$ cat config.mk
export PLATFORM = sky130hd
export DESIGN_NAME = encoder_period_meter_core_flat
export DESIGN_NICKNAME = d
export VERILOG_FILES = /design/src/epm_pkg.sv /design/src/epm_if.sv /design/src/epm_stamp.sv /design/src/epm_div.sv /design/src/encoder_period_meter_core.sv /design/src/flat_wrapper.sv
export VERILOG_INCLUDE_DIRS = /design/src /design/src/src
export SDC_FILE = /design/constraint.sdc
export NUM_CORES = 2
export LEC_CHECK = 0
export BUFFER_PORTS_ARGS = -buffer_cell sky130_fd_sc_hd__buf_2
export CORE_ASPECT_RATIO = 1.25
export CORE_MARGIN = 2
export CORE_UTILIZATION = 60
export CTS_CLUSTER_SIZE = 30
export DETAILED_ROUTE_END_ITERATION = 6
export PLACE_DENSITY = 0.76
export SYNTH_ARGS = -nofsm -noshare
export SYNTH_HDL_FRONTEND = slang
export SYNTH_SLANG_ARGS = --single-unit
export TNS_END_PERCENT = 20
$ cat constraint.sdc
create_clock -name clk_i -period 15.1 [get_ports clk_i]
set_input_delay 1.51 -clock clk_i [delete_from_list [all_inputs] [get_ports clk_i]]
set_output_delay 1.51 -clock clk_i [all_outputs]
set_load 0.02 [all_outputs]
$ cat src/assert_macros.svh
// Assertion macros shared by the encoder period meter RTL
`ifndef ASSERT_MACROS_SVH
`define ASSERT_MACROS_SVH

// property must hold at every clock edge outside reset
`define EPM_ASSERT(lbl, clk, rst_n, prop) \
  lbl: assert property (@(posedge clk) disable iff (!rst_n) prop) \
    else $error("epm assertion failed");

// condition must never be seen outside reset
`define EPM_NEVER(lbl, clk, rst_n, cond) \
  lbl: assert property (@(posedge clk) disable iff (!rst_n) !(cond)) \
    else $error("epm forbidden condition seen");

`endif

$ cat src/epm_pkg.sv
// Types and constants for the encoder period meter
package epm_pkg;

  localparam int NUM_BINS_DEF   = 8;
  localparam int TIMER_BITS_DEF = 16;

  // field widths
  localparam int CMD_W   = 2;
  localparam int CAP_W   = 16;
  localparam int STAMP_W = 32;
  localparam int HIGH_W  = 16;
  localparam int BIN_W   = 4;
  localparam int RPM_W   = 32;

  // configuration widths
  localparam int CFG_W     = 32;
  localparam int CFG_IDX_W = 3;
  localparam int TPM_W     = 32;
  localparam int GEAR_W    = 10;
  localparam int PPR_W     = 16;

  localparam logic [CFG_IDX_W-1:0] CFG_TPM   = 3'd0;
  localparam logic [CFG_IDX_W-1:0] CFG_GEAR  = 3'd1;
  localparam logic [CFG_IDX_W-1:0] CFG_PPR   = 3'd2;
  localparam logic [CFG_IDX_W-1:0] CFG_FLOOR = 3'd3;
  localparam logic [CFG_IDX_W-1:0] CFG_CEIL  = 3'd4;

  localparam logic [TPM_W-1:0]   TPM_RST   = 32'd1200000000;
  localparam logic [GEAR_W-1:0]  GEAR_RST  = 10'd59;
  localparam logic [PPR_W-1:0]   PPR_RST   = 16'd512;
  localparam logic [STAMP_W-1:0] FLOOR_RST = 32'd10000;
  localparam logic [STAMP_W-1:0] CEIL_RST  = 32'd25000;

  localparam logic [CMD_W-1:0] CMD_WRAP    = 2'd0;
  localparam logic [CMD_W-1:0] CMD_SERVICE = 2'd1;
  localparam logic [CMD_W-1:0] CMD_CAPTURE = 2'd2;

  // RPM arithmetic
  localparam int GP_W  = GEAR_W + PPR_W;
  localparam int NUM_W = TPM_W + 4;
  localparam int DEN_W = GP_W + STAMP_W;
  localparam logic [3:0] RPM_SCALE = 4'd10;

  // shared divider
  localparam int DIV_W  = 32;
  localparam int REM_W  = DEN_W + 1;
  localparam int STEP_W = 6;

  typedef struct packed {
    logic [REM_W-1:0]  rem;
    logic [DIV_W-1:0]  dividend;
    logic [DEN_W-1:0]  den;
    logic [STEP_W-1:0] steps;
  } div_req_t;

endpackage

$ cat src/epm_if.sv
// Valid/ready channel interfaces for event input and measurement output
interface epm_in_if;
  logic                      valid;
  logic                      ready;
  logic [epm_pkg::CMD_W-1:0] command;
  logic [epm_pkg::CAP_W-1:0] capture_value;

  modport source (output valid, command, capture_value, input ready);
  modport sink   (input valid, command, capture_value, output ready);
endinterface

interface epm_out_if;
  logic                        valid;
  logic                        ready;
  logic [epm_pkg::STAMP_W-1:0] period_ticks;
  logic [epm_pkg::BIN_W-1:0]   period_bin;
  logic [epm_pkg::RPM_W-1:0]   speed_rpm;
  logic                        went_backwards;

  modport source (output valid, period_ticks, period_bin, speed_rpm, went_backwards,
                  input ready);
  modport sink   (input valid, period_ticks, period_bin, speed_rpm, went_backwards,
                  output ready);
endinterface

$ cat src/epm_stamp.sv
// Timestamp extension and period tracking per event
module epm_stamp #(
  parameter int TIMER_BITS = epm_pkg::TIMER_BITS_DEF
) (
  input  logic                        clk_i,
  input  logic                        rst_ni,
  input  logic                        ev_valid_i,
  input  logic [epm_pkg::CMD_W-1:0]   command_i,
  input  logic [epm_pkg::CAP_W-1:0]   capture_value_i,
  output logic [epm_pkg::STAMP_W-1:0] period_o,
  output logic                        backwards_o
);

  logic [epm_pkg::HIGH_W-1:0]  high_q, high_d, high_inc, high_use;
  logic                        pend_q, pend_d;
  logic [epm_pkg::STAMP_W-1:0] prev_q, prev_d, per_q, per_d, stamp;
  logic                        bw_q, bw_d;
  logic [TIMER_BITS-1:0]       low;
  logic                        take;
  logic [63:0]                 stamp_wide;

  assign low        = TIMER_BITS'(capture_value_i);
  assign take       = pend_q && !low[TIMER_BITS-1];
  assign high_inc   = high_q + 16'd1;
  assign high_use   = take ? high_inc : high_q;
  assign stamp_wide = (64'(high_use) << TIMER_BITS) | 64'(low);
  assign stamp      = stamp_wide[epm_pkg::STAMP_W-1:0];

  always_comb begin
    high_d = high_q;
    pend_d = pend_q;
    prev_d = prev_q;
    per_d  = per_q;
    bw_d   = bw_q;
    if (ev_valid_i) begin
      case (command_i)
        epm_pkg::CMD_WRAP: begin
          pend_d = 1'b1;
        end
        epm_pkg::CMD_SERVICE: begin
          if (pend_q) begin
            high_d = high_inc;
            pend_d = 1'b0;
          end
        end
        epm_pkg::CMD_CAPTURE: begin
          if (take) begin
            high_d = high_inc;
            pend_d = 1'b0;
          end
          per_d  = stamp - prev_q;
          bw_d   = prev_q > stamp;
          prev_d = stamp;
        end
        default: begin
          pend_d = pend_q;
        end
      endcase
    end
  end

  always_ff @(posedge clk_i or negedge rst_ni) begin
    if (!rst_ni) begin
      high_q <= '0;
      pend_q <= 1'b0;
      prev_q <= '0;
      per_q  <= '0;
      bw_q   <= 1'b0;
    end else begin
      high_q <= high_d;
      pend_q <= pend_d;
      prev_q <= prev_d;
      per_q  <= per_d;
      bw_q   <= bw_d;
    end
  end

  assign period_o    = per_q;
  assign backwards_o = bw_q;

endmodule

$ cat src/epm_div.sv
// Shared restoring divider, one quotient bit per cycle
`include "assert_macros.svh"

module epm_div (
  input  logic                        clk_i,
  input  logic                        rst_ni,
  input  logic                        start_i,
  input  epm_pkg::div_req_t           req_i,
  output logic                        done_o,
  output logic [epm_pkg::DIV_W-1:0]   quot_o
);

  logic                          busy_q, busy_d, done_q, done_d;
  logic [epm_pkg::STEP_W-1:0]    cnt_q, cnt_d;
  logic [epm_pkg::REM_W-1:0]     rem_q, rem_d, rem_sh, rem_sub;
  logic [epm_pkg::DIV_W-1:0]     sh_q, sh_d, quot_q, quot_d;
  logic [epm_pkg::DEN_W-1:0]     den_q, den_d;
  logic                          ge;

  assign rem_sh  = {rem_q[epm_pkg::REM_W-2:0], sh_q[epm_pkg::DIV_W-1]};
  assign ge      = rem_sh >= epm_pkg::REM_W'(den_q);
  assign rem_sub = rem_sh - epm_pkg::REM_W'(den_q);

  always_comb begin
    busy_d = busy_q;
    done_d = 1'b0;
    cnt_d  = cnt_q;
    rem_d  = rem_q;
    sh_d   = sh_q;
    quot_d = quot_q;
    den_d  = den_q;
    if (start_i) begin
      busy_d = 1'b1;
      cnt_d  = req_i.steps;
      rem_d  = req_i.rem;
      sh_d   = req_i.dividend;
      den_d  = req_i.den;
      quot_d = '0;
    end else if (busy_q) begin
      rem_d  = ge ? rem_sub : rem_sh;
      sh_d   = sh_q << 1;
      quot_d = {quot_q[epm_pkg::DIV_W-2:0], ge};
      cnt_d  = cnt_q - 6'd1;
      if (cnt_q == 6'd1) begin
        busy_d = 1'b0;
        done_d = 1'b1;
      end
    end
  end

  always_ff @(posedge clk_i or negedge rst_ni) begin
    if (!rst_ni) begin
      busy_q <= 1'b0;
      done_q <= 1'b0;
      cnt_q  <= '0;
    end else begin
      busy_q <= busy_d;
      done_q <= done_d;
      cnt_q  <= cnt_d;
    end
  end

  always_ff @(posedge clk_i) begin
    rem_q  <= rem_d;
    sh_q   <= sh_d;
    quot_q <= quot_d;
    den_q  <= den_d;
  end

  assign done_o = done_q;
  assign quot_o = quot_q;

  `EPM_NEVER(a_no_restart, clk_i, rst_ni, start_i && busy_q)
  `EPM_ASSERT(a_rem_below_den, clk_i, rst_ni, busy_q |-> rem_q < epm_pkg::REM_W'(den_q))

endmodule

$ cat src/encoder_period_meter_core.sv
// Encoder period meter top level: event tracking, binning and RPM sequencer
// Each event transfer yields one result. The timestamp update is done in the
// accept cycle; bin and RPM then run through one restoring divider, one
// quotient bit per cycle. With a power-of-two bin count the bin size is a
// shift; another bin count adds a division for the bin size. A zero period,
// a saturated RPM or a clamped bin skip their division. The next event is
// accepted once the result is parked in the output register, even if it has
// not been taken.
`include "assert_macros.svh"

module encoder_period_meter_core #(
  parameter int NUM_BINS   = epm_pkg::NUM_BINS_DEF,
  parameter int TIMER_BITS = epm_pkg::TIMER_BITS_DEF
) (
  input  logic                          clk_i,
  input  logic                          rst_ni,
  epm_in_if.sink                        in_chan,
  epm_out_if.source                     out_chan,
  input  logic                          cfg_we_i,
  input  logic [epm_pkg::CFG_IDX_W-1:0] cfg_idx_i,
  input  logic [epm_pkg::CFG_W-1:0]     cfg_data_i
);

  localparam int BINS_LOG  = $clog2(NUM_BINS);
  localparam bit BINS_POW2 = (1 << BINS_LOG) == NUM_BINS;
  localparam int BIN_QB    = (NUM_BINS > 1) ? BINS_LOG : 1;
  localparam int BIN_IW    = BIN_QB + 1;
  localparam logic [BIN_IW-1:0] BIN_MAX = BIN_IW'(NUM_BINS);

  localparam logic [2:0] ST_IDLE   = 3'd0;
  localparam logic [2:0] ST_PREP   = 3'd1;
  localparam logic [2:0] ST_SIZE   = 3'd2;
  localparam logic [2:0] ST_BIN    = 3'd3;
  localparam logic [2:0] ST_BINDIV = 3'd4;
  localparam logic [2:0] ST_RPM    = 3'd5;
  localparam logic [2:0] ST_RPMDIV = 3'd6;
  localparam logic [2:0] ST_DONE   = 3'd7;

  // configuration
  logic [epm_pkg::TPM_W-1:0]   tpm_q;
  logic [epm_pkg::GEAR_W-1:0]  gear_q;
  logic [epm_pkg::PPR_W-1:0]   ppr_q;
  logic [epm_pkg::STAMP_W-1:0] floor_q, ceil_q;

  always_ff @(posedge clk_i or negedge rst_ni) begin
    if (!rst_ni) begin
      tpm_q   <= epm_pkg::TPM_RST;
      gear_q  <= epm_pkg::GEAR_RST;
      ppr_q   <= epm_pkg::PPR_RST;
      floor_q <= epm_pkg::FLOOR_RST;
      ceil_q  <= epm_pkg::CEIL_RST;
    end else if (cfg_we_i) begin
      case (cfg_idx_i)
        epm_pkg::CFG_TPM:   tpm_q   <= cfg_data_i;
        epm_pkg::CFG_GEAR:  gear_q  <= cfg_data_i[epm_pkg::GEAR_W-1:0];
        epm_pkg::CFG_PPR:   ppr_q   <= cfg_data_i[epm_pkg::PPR_W-1:0];
        epm_pkg::CFG_FLOOR: floor_q <= cfg_data_i;
        epm_pkg::CFG_CEIL:  ceil_q  <= cfg_data_i;
        default: begin
          tpm_q <= tpm_q;
        end
      endcase
    end
  end

  // event tracking
  logic                        in_xfer;
  logic [epm_pkg::STAMP_W-1:0] period;
  logic                        backwards;
  logic [2:0]                  state_q, state_d;

  assign in_chan.ready = (state_q == ST_IDLE);
  assign in_xfer       = in_chan.valid && in_chan.ready;

  epm_stamp #(
    .TIMER_BITS (TIMER_BITS)
  ) u_stamp (
    .clk_i           (clk_i),
    .rst_ni          (rst_ni),
    .ev_valid_i      (in_xfer),
    .command_i       (in_chan.command),
    .capture_value_i (in_chan.capture_value),
    .period_o        (period),
    .backwards_o     (backwards)
  );

  // shared divider
  logic                      div_start, div_done;
  epm_pkg::div_req_t         div_req;
  logic [epm_pkg::DIV_W-1:0] div_quot;

  epm_div u_div (
    .clk_i   (clk_i),
    .rst_ni  (rst_ni),
    .start_i (div_start),
    .req_i   (div_req),
    .done_o  (div_done),
    .quot_o  (div_quot)
  );

  // sequencer datapath
  logic [epm_pkg::GP_W-1:0]    gp_q, gp_d;
  logic [epm_pkg::NUM_W-1:0]   num_q, num_d;
  logic [epm_pkg::DEN_W-1:0]   den_q, den_d;
  logic [epm_pkg::STAMP_W-1:0] size_q, size_d;
  logic [BIN_IW-1:0]           bin_q, bin_d;
  logic [epm_pkg::RPM_W-1:0]   rpm_q, rpm_d;
  logic [epm_pkg::STAMP_W-1:0] span, p_lo, p_cl, p_off;
  logic [BIN_IW-1:0]           bin_inc;
  logic                        div_wait;

  logic                        out_valid_q, out_valid_d, out_load;
  logic [epm_pkg::STAMP_W-1:0] out_period_q;
  logic [BIN_IW-1:0]           out_bin_q;
  logic [epm_pkg::RPM_W-1:0]   out_rpm_q;
  logic                        out_bw_q;

  assign span     = (ceil_q > floor_q) ? (ceil_q - floor_q) : '0;
  assign p_lo     = (period < floor_q) ? floor_q : period;
  assign p_cl     = (p_lo > ceil_q) ? ceil_q : p_lo;
  assign p_off    = p_cl - floor_q;
  assign bin_inc  = {1'b0, div_quot[BIN_QB-1:0]} + BIN_IW'(1);
  assign div_wait = (state_q == ST_SIZE) || (state_q == ST_BINDIV) || (state_q == ST_RPMDIV);

  always_comb begin
    state_d   = state_q;
    gp_d      = gp_q;
    num_d     = num_q;
    den_d     = den_q;
    size_d    = size_q;
    bin_d     = bin_q;
    rpm_d     = rpm_q;
    div_start = 1'b0;
    div_req   = '0;
    out_load  = 1'b0;
    case (state_q)
      ST_IDLE: begin
        if (in_xfer) begin
          state_d = ST_PREP;
        end
      end
      ST_PREP: begin
        gp_d  = epm_pkg::GP_W'(gear_q) * epm_pkg::GP_W'(ppr_q);
        num_d = epm_pkg::NUM_W'(tpm_q) * epm_pkg::NUM_W'(epm_pkg::RPM_SCALE);
        if (BINS_POW2) begin
          size_d  = span >> BINS_LOG;
          state_d = ST_BIN;
        end else begin
          div_start        = 1'b1;
          div_req.rem      = '0;
          div_req.dividend = span;
          div_req.den      = epm_pkg::DEN_W'(NUM_BINS);
          div_req.steps    = epm_pkg::STEP_W'(epm_pkg::DIV_W);
          state_d          = ST_SIZE;
        end
      end
      ST_SIZE: begin
        if (div_done) begin
          size_d  = div_quot;
          state_d = ST_BIN;
        end
      end
      ST_BIN: begin
        den_d = epm_pkg::DEN_W'(gp_q) * epm_pkg::DEN_W'(period);
        if (size_q == '0 || (p_off >> BIN_QB) >= size_q) begin
          bin_d   = BIN_MAX;
          state_d = ST_RPM;
        end else begin
          div_start        = 1'b1;
          div_req.rem      = epm_pkg::REM_W'(p_off >> BIN_QB);
          div_req.dividend = p_off << (epm_pkg::DIV_W - BIN_QB);
          div_req.den      = epm_pkg::DEN_W'(size_q);
          div_req.steps    = epm_pkg::STEP_W'(BIN_QB);
          state_d          = ST_BINDIV;
        end
      end
      ST_BINDIV: begin
        if (div_done) begin
          bin_d   = (bin_inc > BIN_MAX) ? BIN_MAX : bin_inc;
          state_d = ST_RPM;
        end
      end
      ST_RPM: begin
        if (period == '0) begin
          rpm_d   = '0;
          state_d = ST_DONE;
        end else if (epm_pkg::DEN_W'(num_q[epm_pkg::NUM_W-1:epm_pkg::DIV_W]) >= den_q) begin
          // quotient would not fit in 32 bits
          rpm_d   = '1;
          state_d = ST_DONE;
        end else begin
          div_start        = 1'b1;
          div_req.rem      = epm_pkg::REM_W'(num_q[epm_pkg::NUM_W-1:epm_pkg::DIV_W]);
          div_req.dividend = num_q[epm_pkg::DIV_W-1:0];
          div_req.den      = den_q;
          div_req.steps    = epm_pkg::STEP_W'(epm_pkg::DIV_W);
          state_d          = ST_RPMDIV;
        end
      end
      ST_RPMDIV: begin
        if (div_done) begin
          rpm_d   = div_quot;
          state_d = ST_DONE;
        end
      end
      ST_DONE: begin
        if (!out_valid_q || out_chan.ready) begin
          out_load = 1'b1;
          state_d  = ST_IDLE;
        end
      end
      default: begin
        state_d = ST_IDLE;
      end
    endcase
  end

  always_comb begin
    out_valid_d = out_valid_q;
    if (out_valid_q && out_chan.ready) begin
      out_valid_d = 1'b0;
    end
    if (out_load) begin
      out_valid_d = 1'b1;
    end
  end

  always_ff @(posedge clk_i or negedge rst_ni) begin
    if (!rst_ni) begin
      state_q     <= ST_IDLE;
      out_valid_q <= 1'b0;
    end else begin
      state_q     <= state_d;
      out_valid_q <= out_valid_d;
    end
  end

  always_ff @(posedge clk_i) begin
    gp_q   <= gp_d;
    num_q  <= num_d;
    den_q  <= den_d;
    size_q <= size_d;
    bin_q  <= bin_d;
    rpm_q  <= rpm_d;
    if (out_load) begin
      out_period_q <= period;
      out_bin_q    <= bin_q;
      out_rpm_q    <= rpm_q;
      out_bw_q     <= backwards;
    end
  end

  assign out_chan.valid          = out_valid_q;
  assign out_chan.period_ticks   = out_period_q;
  assign out_chan.period_bin     = epm_pkg::BIN_W'(out_bin_q);
  assign out_chan.speed_rpm      = out_rpm_q;
  assign out_chan.went_backwards = out_bw_q;

  `EPM_ASSERT(a_accept_starts, clk_i, rst_ni, in_xfer |=> state_q == ST_PREP)
  `EPM_ASSERT(a_done_expected, clk_i, rst_ni, div_done |-> div_wait)
  `EPM_ASSERT(a_bin_range, clk_i, rst_ni, out_valid_q |-> (out_bin_q != '0 && out_bin_q <= BIN_MAX))

endmodule

$ cat src/flat_wrapper.sv
// flat-port wrapper written by rule: the top's interface ports become plain ports
module encoder_period_meter_core_flat 
#(
  parameter int NUM_BINS   = epm_pkg::NUM_BINS_DEF,
  parameter int TIMER_BITS = epm_pkg::TIMER_BITS_DEF
)
  (clk_i, rst_ni, cfg_we_i, cfg_idx_i, cfg_data_i, in_chan_valid, in_chan_command, in_chan_capture_value, in_chan_ready, out_chan_valid, out_chan_period_ticks, out_chan_period_bin, out_chan_speed_rpm, out_chan_went_backwards, out_chan_ready);
  epm_in_if in_chan_i ();
  epm_out_if out_chan_i ();
  input  logic clk_i;
  input  logic rst_ni;
  input  logic cfg_we_i;
  input  logic [epm_pkg::CFG_IDX_W-1:0] cfg_idx_i;
  input  logic [epm_pkg::CFG_W-1:0] cfg_data_i;
  input wire logic [$bits(in_chan_i.valid)-1:0] in_chan_valid;
  input wire logic [$bits(in_chan_i.command)-1:0] in_chan_command;
  input wire logic [$bits(in_chan_i.capture_value)-1:0] in_chan_capture_value;
  output wire logic [$bits(in_chan_i.ready)-1:0] in_chan_ready;
  output wire logic [$bits(out_chan_i.valid)-1:0] out_chan_valid;
  output wire logic [$bits(out_chan_i.period_ticks)-1:0] out_chan_period_ticks;
  output wire logic [$bits(out_chan_i.period_bin)-1:0] out_chan_period_bin;
  output wire logic [$bits(out_chan_i.speed_rpm)-1:0] out_chan_speed_rpm;
  output wire logic [$bits(out_chan_i.went_backwards)-1:0] out_chan_went_backwards;
  input wire logic [$bits(out_chan_i.ready)-1:0] out_chan_ready;
  assign in_chan_i.valid = in_chan_valid;
  assign in_chan_i.command = in_chan_command;
  assign in_chan_i.capture_value = in_chan_capture_value;
  assign in_chan_ready = in_chan_i.ready;
  assign out_chan_valid = out_chan_i.valid;
  assign out_chan_period_ticks = out_chan_i.period_ticks;
  assign out_chan_period_bin = out_chan_i.period_bin;
  assign out_chan_speed_rpm = out_chan_i.speed_rpm;
  assign out_chan_went_backwards = out_chan_i.went_backwards;
  assign out_chan_i.ready = out_chan_ready;
  encoder_period_meter_core #(.NUM_BINS(NUM_BINS), .TIMER_BITS(TIMER_BITS)) u_core (.clk_i(clk_i), .rst_ni(rst_ni), .in_chan(in_chan_i), .out_chan(out_chan_i), .cfg_we_i(cfg_we_i), .cfg_idx_i(cfg_idx_i), .cfg_data_i(cfg_data_i));
endmodule
# Yosys cells after proc, flatten, opt, wreduce, memory -nomap -nowiden
# Index checks and enable logic that the tools add are counted.
[classes]
add_sub_neg = 7
multipliers = 3
n_lt_le_gt_ge = 8
n_eq_ne = 23
muxes = 51
bitwise_logic = 1
n_reduce_logical = 31
[ops]
columns = ["cell", "n"]
rows = [
  ["$pmux W154 S2", 1],
  ["$mux W32", 8],
  ["$mux W58", 3],
  ["$mux W154", 1],
  ["$pmux W32 S2", 2],
  ["$mux W125", 1],
  ["$mux W100", 1],
  ["$gt A32 B32 Y1", 3],
  ["$sub A32 B32 Y32", 3],
  ["$logic_not A32 Y1", 2],
  ["$ge A59 B58 Y1", 1],
  ["$ge A4 B58 Y1", 1],
  ["$mul A26 B32 Y58", 1],
  ["$sub A58 B58 Y58", 1],
  ["$mul A32 B3 Y35 const B", 1],
  ["$ge A29 B32 Y1", 1],
  ["$lt A32 B32 Y1", 1],
  ["$mux W16", 2],
  ["$or A32 B16 Y32", 1],
  ["$pmux W16 S2", 1],
  ["$mul A10 B16 Y26", 1],
  ["$pmux W3 S8", 1],
  ["$mux W3", 6],
  ["$add A16 B1 Y16 const B", 1],
  ["28 further kinds", 79],
]
[totals]
register_bits = 652
in_bits = 58
out_inout_bits = 71

# Logic depth before layout (Yosys ltp)
[logic_depth]
ltp_word = 10
mapped_depth = 50

# Modules after synthesis
# From an unflattened synthesis, not the netlist that was laid out.
[hier_totals]
hier_cells = 7153
hier_area_um2 = 69625.5
[by_module_without_submodules]
columns = ["mod", "instances", "cells_per_inst", "area_per_inst_um2", "seq_area_each_um2"]
rows = [
  ["encoder_period_meter_core", 1, 5485, 53003.3, 10874.2],
  ["epm_div", 1, 1093, 11468.5, 5285.1],
  ["epm_stamp", 1, 575, 5153.7, 2052.0],
]

# Least setup slack after synthesis
# Ideal clock, no wire load.
[synth_timing]
kind = "flip-flop to flip-flop"
startpoint = "register u_core.floor_q[10] (netlist bit)"
endpoint = "register u_core.u_div.rem_q[0] (netlist bit) (enable)"
setup_time_ns = 0.450
t_arrival_ns = 11.246
t_required_ns = 14.650
slack_ns = 3.404
path_stages_with_launch = 45
path_cell_list = "dfstp_2 inv_1 ha_1 or3_1 a2111oi_0 a211oi_1 or3_1 a31oi_1 buf_2 mux2_2 ha_1 nand4_1 or2_2 nor2_1 o21ai_0 a31oi_1 a211oi_1 a21oi_1 [... 9 more ...] a311oi_2 a211oi_1 nor3_1 o31ai_1 a21o_1 a21oi_1 xor2_1 ha_1 nand3_1 nor2_1 or4_1 a2111oi_0 nor2_1 nand2_1 and2_1 nor2_4 clkbuf_1 nand2_1"
[synth_via]
elab_chain_len = 10
[synth_rtl]
columns = ["item", "line_no", "source"]
rows = [
  ["start, declared", "encoder_period_meter_core.sv:43", "logic [epm_pkg::STAMP_W-1:0] floor_q, ceil_q;"],
  ["start signal, assigned", "encoder_period_meter_core.sv:50", "floor_q <= epm_pkg::FLOOR_RST;"],
  ["start signal, assigned", "encoder_period_meter_core.sv:57", "epm_pkg::CFG_FLOOR: floor_q <= cfg_data_i;"],
  ["$lt A32 B32 Y1", "encoder_period_meter_core.sv:119", "assign p_lo = (period < floor_q) ? floor_q : period;"],
  ["$mux W32", "encoder_period_meter_core.sv:119", ""],
  ["$gt A32 B32 Y1", "encoder_period_meter_core.sv:120", "assign p_cl = (p_lo > ceil_q) ? ceil_q : p_lo;"],
  ["$mux W32", "encoder_period_meter_core.sv:120", ""],
  ["$sub A32 B32 Y32 (*)", "encoder_period_meter_core.sv:121", "assign p_off = p_cl - floor_q;"],
  ["$ge A29 B32 Y1 (*)", "encoder_period_meter_core.sv:165", "if (size_q == '0 || (p_off >> BIN_QB) >= size_q) begin"],
  ["$logic_or A1 B1 Y1 (*)", "encoder_period_meter_core.sv:165", ""],
  ["$mux W1 (*)", "encoder_period_meter_core.sv:165", ""],
  ["$pmux W1 S2 (*)", "encoder_period_meter_core.sv:136", "case (state_q)"],
  ["$reduce_bool A2 Y1 (no source line) (*)", "--", ""],
  ["end signal, assigned", "epm_div.sv:64", "rem_q <= rem_d;"],
  ["end, declared", "epm_div.sv:15", "logic [epm_pkg::REM_W-1:0] rem_q, rem_d, rem_sh, rem_sub;"],
]
# Mark *: on every way between the ends. The rest lies on a longest branch, timed or not.
# A chain may end at the register's enable or synchronous reset.

# Worst setup path in the final report
[layout_timing]
startpoint = "register u_core.u_stamp.per_q, in the netlist u_core.u_stamp.period_o[10]"
endpoint = "register u_core.u_div.rem_q[54] (netlist bit), data pin"
[layout_via]
elab_chain_len = 10
elab_cells_between_ends = 12
classes_between = "1 x add/sub; 3 x order compare; 6 x mux; 2 x reduce/logical"
[layout_rtl]
columns = ["item", "line_no", "source"]
rows = [
  ["start, declared", "epm_stamp.sv:16", "logic [epm_pkg::STAMP_W-1:0] prev_q, prev_d, per_q, per_d, stamp;"],
  ["start signal, assigned", "epm_stamp.sv:73", "per_q <= per_d;"],
  ["$lt A32 B32 Y1", "encoder_period_meter_core.sv:119", ""],
  ["$mux W32", "encoder_period_meter_core.sv:119", ""],
  ["$gt A32 B32 Y1", "encoder_period_meter_core.sv:120", ""],
  ["$mux W32", "encoder_period_meter_core.sv:120", ""],
  ["$sub A32 B32 Y32", "encoder_period_meter_core.sv:121", ""],
  ["$ge A29 B32 Y1", "encoder_period_meter_core.sv:165", ""],
  ["$logic_or A1 B1 Y1", "encoder_period_meter_core.sv:165", ""],
  ["$mux W1", "encoder_period_meter_core.sv:165", ""],
  ["$pmux W1 S2 (*)", "encoder_period_meter_core.sv:136", ""],
  ["$mux W58 (*)", "epm_div.sv:32", "if (start_i) begin"],
]
# Marked as above.

==> summary.txt <==
Route
  – DR vias/cell: 6.02
  – DRT Wirelength: 211,000 um
  – Via Count: 50,866
  – Post-route DRC: 0
  – Routed Antenna Nets: 0
  – 1st-iter DRT viols: 4,510
  – WL per Instance: 25.0 um
  – DRT Pass-1 Iters: 6

Final layout
  – Fill cells: 9,152
  – Final Instance Count excl. Fillers: 8,446
  – Most common cell after layout, fill and taps aside: inv_1
  – Layout area overhead: 6.41%
  – Commonest non-fill, non-tap cells in the layout: inv_1 (1,063), nand2_1 (945), fa_1 (832)
  – Share of layout cells above drive strength 1: between 7 and 8%
  – Util after Layout: 64.5%
  – Nets: 8,385

Clock tree
  – Clock sink count: around 650
  – Post-CTS Hold Buffers: 0
  – Clk slew on worst S/H paths: 0.06 ns
  – Post-CTS Resized: 0
  – Worst skew pair latency: 0.68 ns
  – Root buffer cell: clkbuf_16
  – Clk buf depth: 3
  – H-tree levels: 3
  – CTS tree: done
  – Post-CTS setup buffer count: 0
  – Cts bufs inserted: 70

Setup path
  – Slowest stage cell, crit path: inv_4
  – Largest stage delay, worst path: between 0.6 and 0.7 ns
  – Crit end category: flop
  – CP dominant cell by count: ha_1
  – Setup CP Type: flop to flop
  – CP bufs+invs: 4
  – CP top delay family: compound AO/OA/AOI/OAI gates
  – Critical Path AT: 13.37 ns
  – CP required: 15.51 ns
  – Worst-path maximum fanout: 71
  – Crit path launch type: flop

Synth
  – FFs w/ async S/R, synth: 33.2%
  – Sequential area share after synthesis: a little over a quarter
  – Yosys top cell area share: 24.6%
  – Synthesized cell area: 67,700 um2
  – Syn_nets: 8,419
  – YS warnings: 0
  – Post-Synthesis Cells: 6,955
  – Main synth FF type: edfxtp_1
  – Top cells by area, synth: fa_1 (25%), edfxtp_1 (18%), ha_1 (11%)
  – Syn avg cell area: approximately 9.7 um2
  – Area leader, netlist: fa_1
  – Cell variety after synth: 92
  – #FFs+latches synth: between 600 and 700
  – Post-synth EDFFs: 403

Timing
  – Fin crit period: between 10 and 15 ns
  – Slew Viols, Final: 0
  – Max_slew headroom: 0.168%
  – Final setup TNS: 0 ns
  – Final Skew: around 0.023 ns
  – RSZ-0062 raised after global routing: false
  – Final setup fails: 0
  – Pin slew with the least headroom to its limit: 1.48 ns
  – Fin crit share: a little under nine tenths
  – Peak Freq: 77.2 MHz
  – Fin. Hold Viols: 0

Floorplan
  – Die height: 380 um
  – IO Pins: 129
  – Starting density of the core: 60.6%
  – Site row count: 137
  – Die W: approximately 300 um
  – DIE AREA: 116,000 um2
  – Area of the core: between 100,000 and 150,000 um2

Place
  – PortBufs: between 100 and 150
  – GP Congestion: 1.01
  – Placed wire-length estimate: 165,000 um
  – Placed insts: a little over 8,000

Flow run
  – Max Cap Viol: 1

GRT
  – Gr usage total: 37.0%
  – Number of global-route vias before repair: 52,475
  – Gr ovfl total: 0
  – Pin count of the biggest net entering global routing: around 90
  – First-pass GRT wire length: 318,000 um
  – Initial antenna violation count: 19

Hold path
  – Hold Crit Class: flop to flop

Outcome
  – Status: finished, violations left
  – Failing checks: capacitance limit
flip-flops by register name, indices dropped and copies added, names as in the netlist, 35 cells and up:
signal              count
u_core.den_q           58
u_core.num_q           35
u_core.u_div.den_q     58
u_core.u_div.rem_q     58
per-stage QoR:
stage          hold slack [ns]  instance area (um2)  setup WS (ns)
2_1_floorplan            0.400                67700           3.40
3_3_place_gp             0.401                69800           2.17
3_5_place_dp             0.405                69800           2.31
4_1_cts                  0.418                72000           2.24
5_1_grt                  0.422                72000           1.39
6_report                 0.411                72100           2.14
synth_stat cells (all sizes together) (10+ instances only):
master,number
or2,16
o21a,31
a21o,149
fa,832
clkbuf,289
o21ai,268
edfxtp,403
and3,31
mux2,138
xor2,93
nor2b,46
nor4,36
a211oi,22
nand2,946
ha,574
dfxtp,32
mux2i,50
dfrtp,189
or3,17
a2111oi,10
buf,42
nor3,39
nor2,265
nand4,52
xnor2,173
a31oi,53
nand3,66
a221o,10
o21bai,41
inv,1064
a22o,37
dfstp,27
a21boi,11
o31ai,22
and2,407
nand2b,39
a21oi,325
routing by layer:
layer | GRT usage, % | wire length, um | share of wire [%]
met5 | 0 | 80 | 0.038
met2 | 60.9 | 101000 | 48
met4 | 26.5 | 17600 | 8.3
met1 | 43.6 | 75700 | 36
met3 | 6.94 | 16500 | 7.8
worst register-to-register path, delay by kind of cell, from the launching register on:
family	cells	cell delay, ns
adders and majority gates	4	1.26
buffers and inverters	4	1.65
xor gates and xnor gates	1	0.39
DFF	1	0.36
AOI/OAI and AO/OA	21	6.10
and+or+nand+nor	12	2.50
muxes	1	0.43
kinds of logic (layout without fill, tap and decap cells):
| family | count (synthesis) | count (layout) | share of synthesized area (%) |
|---|---|---|---|
| adder cells (fa/ha/maj) | 1406 | 1406 | 35.2 |
| multiplexers | 188 | 188 | 3.03 |
| XOR/XNOR | 266 | 266 | 3.44 |
| other | 0 | 9 | 0 |
| AO/OA/AOI/OAI | 1067 | 1067 | 9.97 |
| AND/OR/NAND/NOR | 1982 | 1982 | 13.7 |
| flip-flops | 651 | 651 | 26.8 |
| buffers and inverters | 1395 | 1418 | 7.81 |
path summary, 6_finish.rpt:
kind | start | to | slack [ns] | cells past startpoint
hold / removal | u_core.rpm_q[15] | u_core.out_chan.speed_rpm[15] | 0.41 | 0
setup / recovery | u_core.u_stamp.period_o[10] | u_core.u_div.rem_q[54] | 2.14 | 43
hold reg to reg | u_core.rpm_q[15] | u_core.out_chan.speed_rpm[15] | 0.41 | 0
max in group asynchronous | rst_ni | u_core.u_stamp.prev_q[31] | 12.56 | 2
setup reg to reg | u_core.u_stamp.period_o[10] | u_core.u_div.rem_q[54] | 2.14 | 43
min in group asynchronous | rst_ni | u_core.tpm_q[0] | 0.83 | 1
final cells by class:
class,count,area (um2),share of cell area [%]
Clock inverter,34,377,0.523
Sequential cell,651,18200,25.2
Inverter,1064,4000,5.55
Timing Repair Buffer,225,1400,1.95
Tap cell,1459,1830,2.53
Clock buffer,95,1890,2.62
Multi-Input combinational cell,4909,44400,61.6
Antenna cell,9,22.5,0.0313
Power is left out: the tool's default activity adds up to more than one toggle a clock period on the data nets, which glitch-free logic cannot reach.
